### config.mk
export PLATFORM = sky130hd
export DESIGN_NAME = periodic_timer_queue
export DESIGN_NICKNAME = d
export VERILOG_FILES = /design/src/ptq_pkg.sv /design/src/periodic_timer_queue.sv
export VERILOG_INCLUDE_DIRS = /design/src /design/src/src
export SDC_FILE = /design/constraint.sdc
export NUM_CORES = 2
export LEC_CHECK = 0
export CAP_MARGIN = 20
export CORE_MARGIN = 2
export CORE_UTILIZATION = 30
export CTS_CLUSTER_DIAMETER = 200
export DETAILED_ROUTE_END_ITERATION = 8
export DONT_BUFFER_PORTS = 1
export SLEW_MARGIN = 25
export SYNTH_ARGS = -nofsm -noshare
export SYNTH_HDL_FRONTEND = slang
export SYNTH_SLANG_ARGS = --single-unit
### constraint.sdc
create_clock -name i_clk -period 12 [get_ports i_clk]
set_input_delay 1.8 -clock i_clk [delete_from_list [all_inputs] [get_ports i_clk]]
set_output_delay 1.8 -clock i_clk [all_outputs]
set_load 0.005 [all_outputs]
### src/periodic_timer_queue_macros.svh
// Assertion macros for the periodic timer queue.
// Used by the top level; no other dependencies.
`ifndef PERIODIC_TIMER_QUEUE_MACROS_SVH
`define PERIODIC_TIMER_QUEUE_MACROS_SVH
// Assert that a condition implies a consequence on the same edge.
`define PTQ_ASSERT_IMPLY(label, clk, rst_n, cond, cons, msg) \
    label: assert property (@(posedge clk) disable iff (!rst_n) (cond) |-> (cons)) \
        else $error(msg);
// Assert that a condition implies a consequence on the next edge.
`define PTQ_ASSERT_NEXT(label, clk, rst_n, cond, cons, msg) \
    label: assert property (@(posedge clk) disable iff (!rst_n) (cond) |=> (cons)) \
        else $error(msg);
`endif

### src/ptq_pkg.sv
// Package for the periodic timer queue: widths, codes, the sequencer states and a saturating add.
// No dependencies.
`timescale 1ns / 1ps
package ptq_pkg;
    localparam int TIME_W = 48;
    localparam int ID_W = 32;
    localparam int DEF_CAPACITY = 16;
    localparam int DEF_MAX_FIRES = 16;
    localparam logic [TIME_W-1:0] TIME_MAX = {TIME_W{1'b1}};

    typedef enum logic [1:0] {
        FN_ADD = 2'd0,
        FN_DEL = 2'd1,
        FN_EXP = 2'd2
    } t_func;

    typedef enum logic [2:0] {
        K_ADDED = 3'd0,
        K_DELETED = 3'd1,
        K_NOT_FOUND = 3'd2,
        K_FULL = 3'd3,
        K_FIRED = 3'd4,
        K_NONE = 3'd5
    } t_kind;

    typedef enum logic [5:0] {
        S_IDLE = 6'b000001,
        S_SCAN = 6'b000010,
        S_ACT = 6'b000100,
        S_NEAR = 6'b001000,
        S_OUT = 6'b010000,
        S_WAIT = 6'b100000
    } t_state;

    function automatic logic [TIME_W-1:0] sat_add(input logic [TIME_W-1:0] a,
                                                  input logic [ID_W-1:0] b);
        logic [TIME_W:0] s;
        s = {1'b0, a} + {{(TIME_W - ID_W + 1){1'b0}}, b};
        return s[TIME_W] ? TIME_MAX : s[TIME_W-1:0];
    endfunction
endpackage

### src/periodic_timer_queue.sv
// Periodic timer queue top level: sequencer, timer stores and stream ports.
// Depends on ptq_pkg and periodic_timer_queue_macros.svh.
// One shared compare unit walks all CAPACITY slots, one slot a cycle.
// Add, full, not_found and none_expired results follow a single walk; a found delete
// or a first fire needs a second walk. Each further fire of a scan needs another walk
// once the previous result is accepted. One item at a time: the next item is taken
// in the cycle after the final result is accepted.
// Reset (synchronous, active low) clears valid bits, the ID counter, the outputs and the FSM.
`timescale 1ns / 1ps
`include "periodic_timer_queue_macros.svh"
module periodic_timer_queue
    import ptq_pkg::*;
#(
    parameter int CAPACITY = DEF_CAPACITY,
    parameter int MAX_FIRES = DEF_MAX_FIRES
) (
    input  logic         i_clk,
    input  logic         i_rst_n,
    input  logic         s_axis_tvalid,
    output logic         s_axis_tready,
    // func[1:0], now_ms[49:2], delay_ms[81:50], period_ms[113:82],
    // target_id[145:114], zero fill up to 151
    input  logic [151:0] s_axis_tdata,
    output logic         m_axis_tvalid,
    input  logic         m_axis_tready,
    // kind[2:0], timer_id[34:3], near_timeout[82:35], zero fill up to 87
    output logic [87:0]  m_axis_tdata,
    // queue_empty[0], front_changed[1]
    output logic [1:0]   m_axis_tuser,
    output logic         m_axis_tlast
);
    localparam int SW = (CAPACITY > 1) ? $clog2(CAPACITY) : 1;
    localparam int FW = $clog2(MAX_FIRES + 1);

    // timer stores; valid bits in flops, payload in plain registers
    logic [CAPACITY-1:0] r_valid, n_valid;
    logic [TIME_W-1:0]   r_dl [CAPACITY];
    logic [ID_W-1:0]     r_per [CAPACITY];
    logic [ID_W-1:0]     r_id [CAPACITY];

    t_state r_state, n_state;
    logic [ID_W-1:0] r_next_id, n_next_id;

    // latched item
    logic [1:0]        r_func;
    logic [TIME_W-1:0] r_now;
    logic [ID_W-1:0]   r_delay, r_per_in, r_tgt;

    // scan unit: running minimum and first free / first match slot
    logic [SW-1:0]     r_idx, n_idx;
    logic              r_bfound, n_bfound;
    logic [SW-1:0]     r_best, n_best;
    logic              r_mfound, n_mfound;
    logic [SW-1:0]     r_match, n_match;
    logic              r_pass2, n_pass2; // second min pass after delete or fire
    logic [FW-1:0]     r_nfired, n_nfired;

    // result register, held while the result waits
    t_kind             r_kind, n_kind;
    logic [ID_W-1:0]   r_oid, n_oid;
    logic              r_fc, n_fc;
    logic              r_last, n_last;
    logic [TIME_W-1:0] r_near;
    logic              r_empty;

    logic              better;
    logic              due;
    logic              more;
    logic              new_front;
    logic [TIME_W-1:0] near;
    logic [TIME_W-1:0] add_dl;
    logic [ID_W-1:0]   add_id;
    logic              wr_dl_en;
    logic              wr_add;
    logic [SW-1:0]     wr_slot;
    logic [TIME_W-1:0] wr_dl;

    // order: deadline, then ID; a strict compare keeps the lower slot on a full tie
    assign better = r_valid[r_idx] && (!r_bfound || r_dl[r_idx] < r_dl[r_best] ||
                    (r_dl[r_idx] == r_dl[r_best] && r_id[r_idx] < r_id[r_best]));
    assign due = r_bfound && r_dl[r_best] <= r_now;
    assign more = due && r_nfired != FW'(MAX_FIRES);
    assign near = (r_bfound && r_dl[r_best] > r_now) ? r_dl[r_best] - r_now : '0;
    assign add_dl = sat_add(r_now, r_delay);
    assign add_id = r_next_id + 1'b1;
    // new timer becomes the front when it orders before the current minimum
    assign new_front = !r_bfound || add_dl < r_dl[r_best] ||
                       (add_dl == r_dl[r_best] && (add_id < r_id[r_best] ||
                       (add_id == r_id[r_best] && r_match < r_best)));

    assign s_axis_tready = (r_state == S_IDLE) && i_rst_n;
    assign m_axis_tvalid = (r_state == S_WAIT);
    assign m_axis_tdata = {5'd0, r_near, r_oid, r_kind};
    assign m_axis_tuser = {r_fc, r_empty};
    assign m_axis_tlast = r_last;

    always_comb begin
        n_state = r_state;
        n_valid = r_valid;
        n_next_id = r_next_id;
        n_idx = r_idx;
        n_bfound = r_bfound;
        n_best = r_best;
        n_mfound = r_mfound;
        n_match = r_match;
        n_pass2 = r_pass2;
        n_nfired = r_nfired;
        n_kind = r_kind;
        n_oid = r_oid;
        n_fc = r_fc;
        n_last = r_last;
        wr_dl_en = 1'b0;
        wr_add = 1'b0;
        wr_slot = r_best;
        wr_dl = sat_add(r_dl[r_best], r_per[r_best]);
        unique case (r_state)
            S_IDLE: begin
                if (s_axis_tvalid) begin
                    n_state = S_SCAN;
                    n_idx = '0;
                    n_bfound = 1'b0;
                    n_mfound = 1'b0;
                    n_pass2 = 1'b0;
                    n_nfired = '0;
                end
            end
            S_SCAN: begin
                // one slot per cycle: minimum, first free and first ID match
                if (better) begin
                    n_bfound = 1'b1;
                    n_best = r_idx;
                end
                if (!r_mfound) begin
                    if (r_func == FN_ADD && !r_valid[r_idx]) begin
                        n_mfound = 1'b1;
                        n_match = r_idx;
                    end
                    if (r_func == FN_DEL && r_valid[r_idx] && r_id[r_idx] == r_tgt) begin
                        n_mfound = 1'b1;
                        n_match = r_idx;
                    end
                end
                if (r_idx == SW'(CAPACITY - 1)) begin
                    n_state = S_ACT;
                end else begin
                    n_idx = r_idx + 1'b1;
                end
            end
            S_ACT: begin
                n_idx = '0;
                n_state = S_NEAR;
                priority if (r_pass2) begin
                    // rescan done: r_best holds the minimum of the updated queue
                    n_pass2 = 1'b0;
                    if (r_func[1]) begin
                        n_last = !more;
                    end
                end else if (r_func == FN_ADD) begin
                    n_last = 1'b1;
                    n_fc = 1'b0;
                    if (r_mfound) begin
                        n_next_id = add_id;
                        n_valid[r_match] = 1'b1;
                        wr_dl_en = 1'b1;
                        wr_add = 1'b1;
                        wr_slot = r_match;
                        wr_dl = add_dl;
                        n_kind = K_ADDED;
                        n_oid = add_id;
                        n_fc = new_front;
                        if (new_front) begin
                            n_bfound = 1'b1;
                            n_best = r_match;
                        end
                    end else begin
                        n_kind = K_FULL;
                        n_oid = '0;
                    end
                end else if (r_func == FN_DEL) begin
                    n_last = 1'b1;
                    n_oid = r_tgt;
                    n_fc = 1'b0;
                    if (r_mfound) begin
                        // drop the timer, then rescan for the new minimum
                        n_valid[r_match] = 1'b0;
                        n_kind = K_DELETED;
                        n_fc = r_best == r_match;
                        n_state = S_SCAN;
                        n_pass2 = 1'b1;
                        n_bfound = 1'b0;
                    end else begin
                        n_kind = K_NOT_FOUND;
                    end
                end else if (more) begin
                    // fire the current minimum: reload or drop, then rescan
                    n_kind = K_FIRED;
                    n_oid = r_id[r_best];
                    n_fc = 1'b0;
                    n_nfired = r_nfired + 1'b1;
                    if (r_per[r_best] != '0) begin
                        wr_dl_en = 1'b1;
                        wr_slot = r_best;
                    end else begin
                        n_valid[r_best] = 1'b0;
                    end
                    n_state = S_SCAN;
                    n_pass2 = 1'b1;
                    n_bfound = 1'b0;
                end else begin
                    n_kind = K_NONE;
                    n_oid = '0;
                    n_fc = 1'b0;
                    n_last = 1'b1;
                end
            end
            S_NEAR: begin
                n_state = S_WAIT;
            end
            S_WAIT: begin
                if (m_axis_tready) begin
                    // a fired result that is not last: fire the next due timer
                    n_state = r_last ? S_IDLE : S_ACT;
                end
            end
            default: n_state = S_IDLE;
        endcase
    end

    always_ff @(posedge i_clk) begin
        if (!i_rst_n) begin
            r_state <= S_IDLE;
            r_valid <= '0;
            r_next_id <= '0;
            r_kind <= K_NONE;
            r_oid <= '0;
            r_fc <= 1'b0;
            r_last <= 1'b0;
            r_near <= '0;
            r_empty <= 1'b1;
        end else begin
            r_state <= n_state;
            r_valid <= n_valid;
            r_next_id <= n_next_id;
            r_kind <= n_kind;
            r_oid <= n_oid;
            r_fc <= n_fc;
            r_last <= n_last;
            if (r_state == S_NEAR) begin
                r_near <= near;
                r_empty <= !r_bfound;
            end
        end
    end

    always_ff @(posedge i_clk) begin
        if (s_axis_tvalid && s_axis_tready) begin
            r_func <= s_axis_tdata[1:0];
            r_now <= s_axis_tdata[49:2];
            r_delay <= s_axis_tdata[81:50];
            r_per_in <= s_axis_tdata[113:82];
            r_tgt <= s_axis_tdata[145:114];
        end
        if (wr_dl_en) begin
            r_dl[wr_slot] <= wr_dl;
        end
        if (wr_add) begin
            r_per[wr_slot] <= r_per_in;
            r_id[wr_slot] <= add_id;
        end
        r_idx <= n_idx;
        r_bfound <= n_bfound;
        r_best <= n_best;
        r_mfound <= n_mfound;
        r_match <= n_match;
        r_pass2 <= n_pass2;
        r_nfired <= n_nfired;
    end

    `PTQ_ASSERT_IMPLY(a_ready_idle, i_clk, i_rst_n, s_axis_tready, !m_axis_tvalid, "ready while busy")
    `PTQ_ASSERT_IMPLY(a_empty_near, i_clk, i_rst_n, r_empty, r_near == '0, "near set on empty queue")
    `PTQ_ASSERT_NEXT(a_fire_cap, i_clk, i_rst_n, r_state == S_ACT, r_nfired <= FW'(MAX_FIRES), "fire cap")
endmodule

==> flow_metrics.py <==
metrics = {
    "job": {
        "maxCapViolCount": 0,
    },
    "setup_path": {
        "cp_common_cell": "sky130_fd_sc_hd__buf_4",
        "critical_path.cell_chain": "buf_4 > mux4_2 > a22o_1 > a221oi_1 > inv_1 > ha_1 > and4_1 > and3_1 > nand4_1 > nor3_1 > nor3_1 > nor3b_2 > and2_2 > buf_4 > o2111ai_1 > nor2_4 > buf_4",
        "critical_path_arrival_ns": 9.65,
        "buffers_inverters_on_critical_path": 4,
        "crit_path_start_kind": "flop",
        "reg2reg_slack_ns": 2.81,
        "crit_path_kind": "reg -> reg",
        "cp_max_fo": 42,
        "largest_stage_delay_on_the_critical_path_ns": 0.99,
        "critPathRequiredTime_ns": 12.47,
        "critical-path-top-delay-family": "simple AND/OR/NAND/NOR gates",
        "critical_path_cell_with_the_highest_stage_delay": "sky130_fd_sc_hd__dfxtp_4",
        "setup.worst_path.end_class": "flop",
    },
    "outcome": {
        "run_status": "completed",
    },
    "logic_synthesis": {
        "synth.yosys.warnings": 0,
        "synth_xor_xnor_area_share_pct": 1.83,
        "dominant_combinational_cell_family_by_area_after_synthesis": "multiplexers",
        "synth_compound_gate_area_share_pct": 5.46,
        "post_synth_num_cell_types": 81,
        "yosys-mux-area-fraction_pct": 21.4,
        "netlist_area_mm2": 0.101,
        "synth-adder-area-share_pct": 3.53,
        "synth_seq_cells": 2105,
        "post_synth.cell_area_avg_um2": 17.2,
        "synth_simple_gate_area_share_pct": 4.25,
        "dominantRegCellSynth": "sky130_fd_sc_hd__edfxtp_1",
        "synth_enable_flop_cells": 1958,
        "synth_sequential_area_ratio_pct": 61.4,
        "async_flop_share_pct": 0,
        "synth_cells": 5848,
    },
    "placement": {
        "buffer_ports.inserted": 0,
        "finalWeightedCongestion": 0.919,
        "hpwl_um": 194000,
    },
    "routing": {
        "drc": 0,
        "routed_wl_um": 307000,
        "avgRoutedWirePerCell_um": 29.3,
        "drt_pass1_iterations": 6,
        "via_per_instance_ratio": 5.59,
        "drt-initial-drc-count": 6795,
        "postRouteAntennaNets": 0,
        "routed-via-count": 58697,
    },
    "clock_network": {
        "clock_latency_ns": 0.91,
        "worst_setup_hold_path_clk_slew_ns": 0.06,
        "cts_num_sinks": 2105,
        "cts.root.buffer_cell": "sky130_fd_sc_hd__clkbuf_16",
        "cts_hold_buffers": 0,
        "postCtsSetupBuffers": 0,
        "tritoncts.num_buffers": 222,
        "cts_max_path_buffers": 4,
        "clock_tree_from_tritoncts": "done",
        "post_cts.resized_instances": 0,
        "cts_htree_levels": 4,
    },
    "floorplanning": {
        "floorplan_die_area_mm2": 0.340,
        "io-pin-count": 249,
        "core_mm2": 0.333,
        "fp.dieH_um": 583,
        "row_count": 212,
        "initial_core_util_pct": 30.2,
        "die_width_um": 583,
    },
    "final_layout": {
        "commonest_non_fill_non_tap_cell_in_the_layout": "sky130_fd_sc_hd__edfxtp_1",
        "layout.nets": 6361,
        "fin_util_pct": 34.1,
        "multi_input_area_mm2": 0.0372,
        "area_taken_by_flip_flops_and_latches_mm2": 0.0618,
        "area_growth_syn_to_layout_pct": 13.1,
        "fillCellCount": 31168,
        "layout-drive-gt1-share_pct": 25.7,
        "commonest_non_fill_non_tap_cells_in_the_layout": "sky130_fd_sc_hd__edfxtp_1 (1958), sky130_fd_sc_hd__mux4_2 (938), sky130_fd_sc_hd__nand2_1 (281)",
    },
    "sta": {
        "slew_violations": 0,
        "final_hold_viol_count": 0,
        "max_slew_headroom_at_the_worst_pin_pct": 27.7,
        "skew_ns": 0.0851,
        "transition_at_the_pin_with_the_smallest_max_transition_slack_ns": 1.08,
        "achievable-frequency_mhz": 109,
        "grt_setup_unrepaired": "no",
        "timing.final.setup_violations": 0,
        "final.period_utilization_pct": 76.6,
        "final.min_clock_period_ns": 9.19,
        "totalNegativeSetupSlack_ns": 0,
    },
    "grt": {
        "total_congestion_overflow": 0,
        "overall_global_routing_usage_pct": 17.7,
        "grt_start_max_net_pins": 106,
        "vias_in_the_first_global_route": 59380,
        "grt_pass1_wl_um": 436000,
        "antenna_found_initial": 56,
    },
    "power": {
        "ir_drop_mv": 0.136,
        "p_leak_uw": 0.0365,
        "p_per_area_mw_per_mm2": 208,
    },
    "worst_hold_path": {
        "hold_class": "reg -> reg",
    },
}
final cells by class:
cell class / count / share of cell area (%)
multi-input combinational: 3225 / 32.7
clock inverter: 118 / 0.873
tap: 4387 / 4.83
clock buffer: 280 / 5.33
inverter: 185 / 0.611
antenna: 16 / 0.0352
timing repair buffer: 184 / 1.31
sequential: 2105 / 54.3
synthesized netlist by cell type (68+ instances only):
cell	count	area [um^2]
sky130_fd_sc_hd__mux4_2	938	21100
sky130_fd_sc_hd__clkbuf_1	206	773
sky130_fd_sc_hd__dfxtp_1	147	2940
sky130_fd_sc_hd__ha_1	279	3490
sky130_fd_sc_hd__edfxtp_1	1958	58800
sky130_fd_sc_hd__buf_2	68	340
sky130_fd_sc_hd__nand2_1	284	1070
sky130_fd_sc_hd__xor2_1	101	885
sky130_fd_sc_hd__nor2_1	227	852
sky130_fd_sc_hd__inv_1	184	691
sky130_fd_sc_hd__a21oi_1	241	1210
sky130_fd_sc_hd__xnor2_1	109	955
sky130_fd_sc_hd__o21ai_0	178	891
sky130_fd_sc_hd__nand3_1	101	505
stage by stage:
step                instance area, um^2  setup slack (ns)  hold WS, ns  cells  power [uW]
global route                     114000              2.57        0.516  10492       24600
detailed placement               106000              2.84        0.474  10072       16900
floorplan                        101000              3.01        0.428   5852       14400
global placement                 106000              2.89        0.462  10062       16700
finish                           114000              2.81        0.482  10500       23700
CTS                              113000              2.77        0.483  10470       23700
sequential cells by signal, summed over array words and instances (netlist names), 48 cells and up, named ones only:
signal,flops
r_id,512
r_now,48
r_dl,768
r_near,48
r_per,512
final timing paths:
kind / cells past startpoint / to / from
setup / recovery: 17 / r_dl[12][38]$_DFFE_PP_ / flop
hold / removal: 2 / r_next_id[1]$_SDFFE_PN0P_ / r_next_id[1]$_SDFFE_PN0P_
setup reg to reg: 17 / r_dl[12][38]$_DFFE_PP_ / flop
hold reg to reg: 2 / r_next_id[1]$_SDFFE_PN0P_ / r_next_id[1]$_SDFFE_PN0P_
worst register-to-register path, cell delays in order, from the launching register on:
cell                        delay [ns]
sky130_fd_sc_hd__dfxtp_4          0.99
sky130_fd_sc_hd__buf_4            0.68
sky130_fd_sc_hd__mux4_2           0.59
sky130_fd_sc_hd__a22o_1           0.25
sky130_fd_sc_hd__a221oi_1         0.74
sky130_fd_sc_hd__inv_1            0.37
sky130_fd_sc_hd__ha_1             0.46
sky130_fd_sc_hd__and4_1           0.27
sky130_fd_sc_hd__and3_1           0.25
sky130_fd_sc_hd__nand4_1          0.20
sky130_fd_sc_hd__nor3_1           0.19
sky130_fd_sc_hd__nor3_1           0.09
sky130_fd_sc_hd__nor3b_2          0.67
sky130_fd_sc_hd__and2_2           0.28
sky130_fd_sc_hd__buf_4            0.50
sky130_fd_sc_hd__o2111ai_1        0.53
sky130_fd_sc_hd__nor2_4           0.95
sky130_fd_sc_hd__buf_4            0.75
power breakdown:
group          switching [uW]  internal [uW]  leakage [uW]
clock network            2900           3840       0.00345
logic                    4610           2940        0.0141
registers                 301           9070        0.0190
kinds of logic (layout without fill, tap and decap cells):
| family | after synthesis | in the layout |
|---|---|---|
| mux | 975 | 975 |
| buf+inv | 522 | 767 |
| simple gates | 905 | 905 |
| fa+ha+maj | 282 | 282 |
| other cells | 1 | 21 |
| xor+xnor | 210 | 210 |
| compound gates | 848 | 848 |
| flops | 2105 | 2105 |
routing by layer:
metal | track usage, % | part of all wire [%] | vias up
met5 | 0 | 0.10 | -
met4 | 8.63 | 5.1 | 52
met3 | 3.82 | 8.4 | 687
met2 | 28.4 | 47 | 2766
met1 | 22.7 | 39 | 30828
li1 | - | - | 24364
Power figures use the tool's default switching activity.
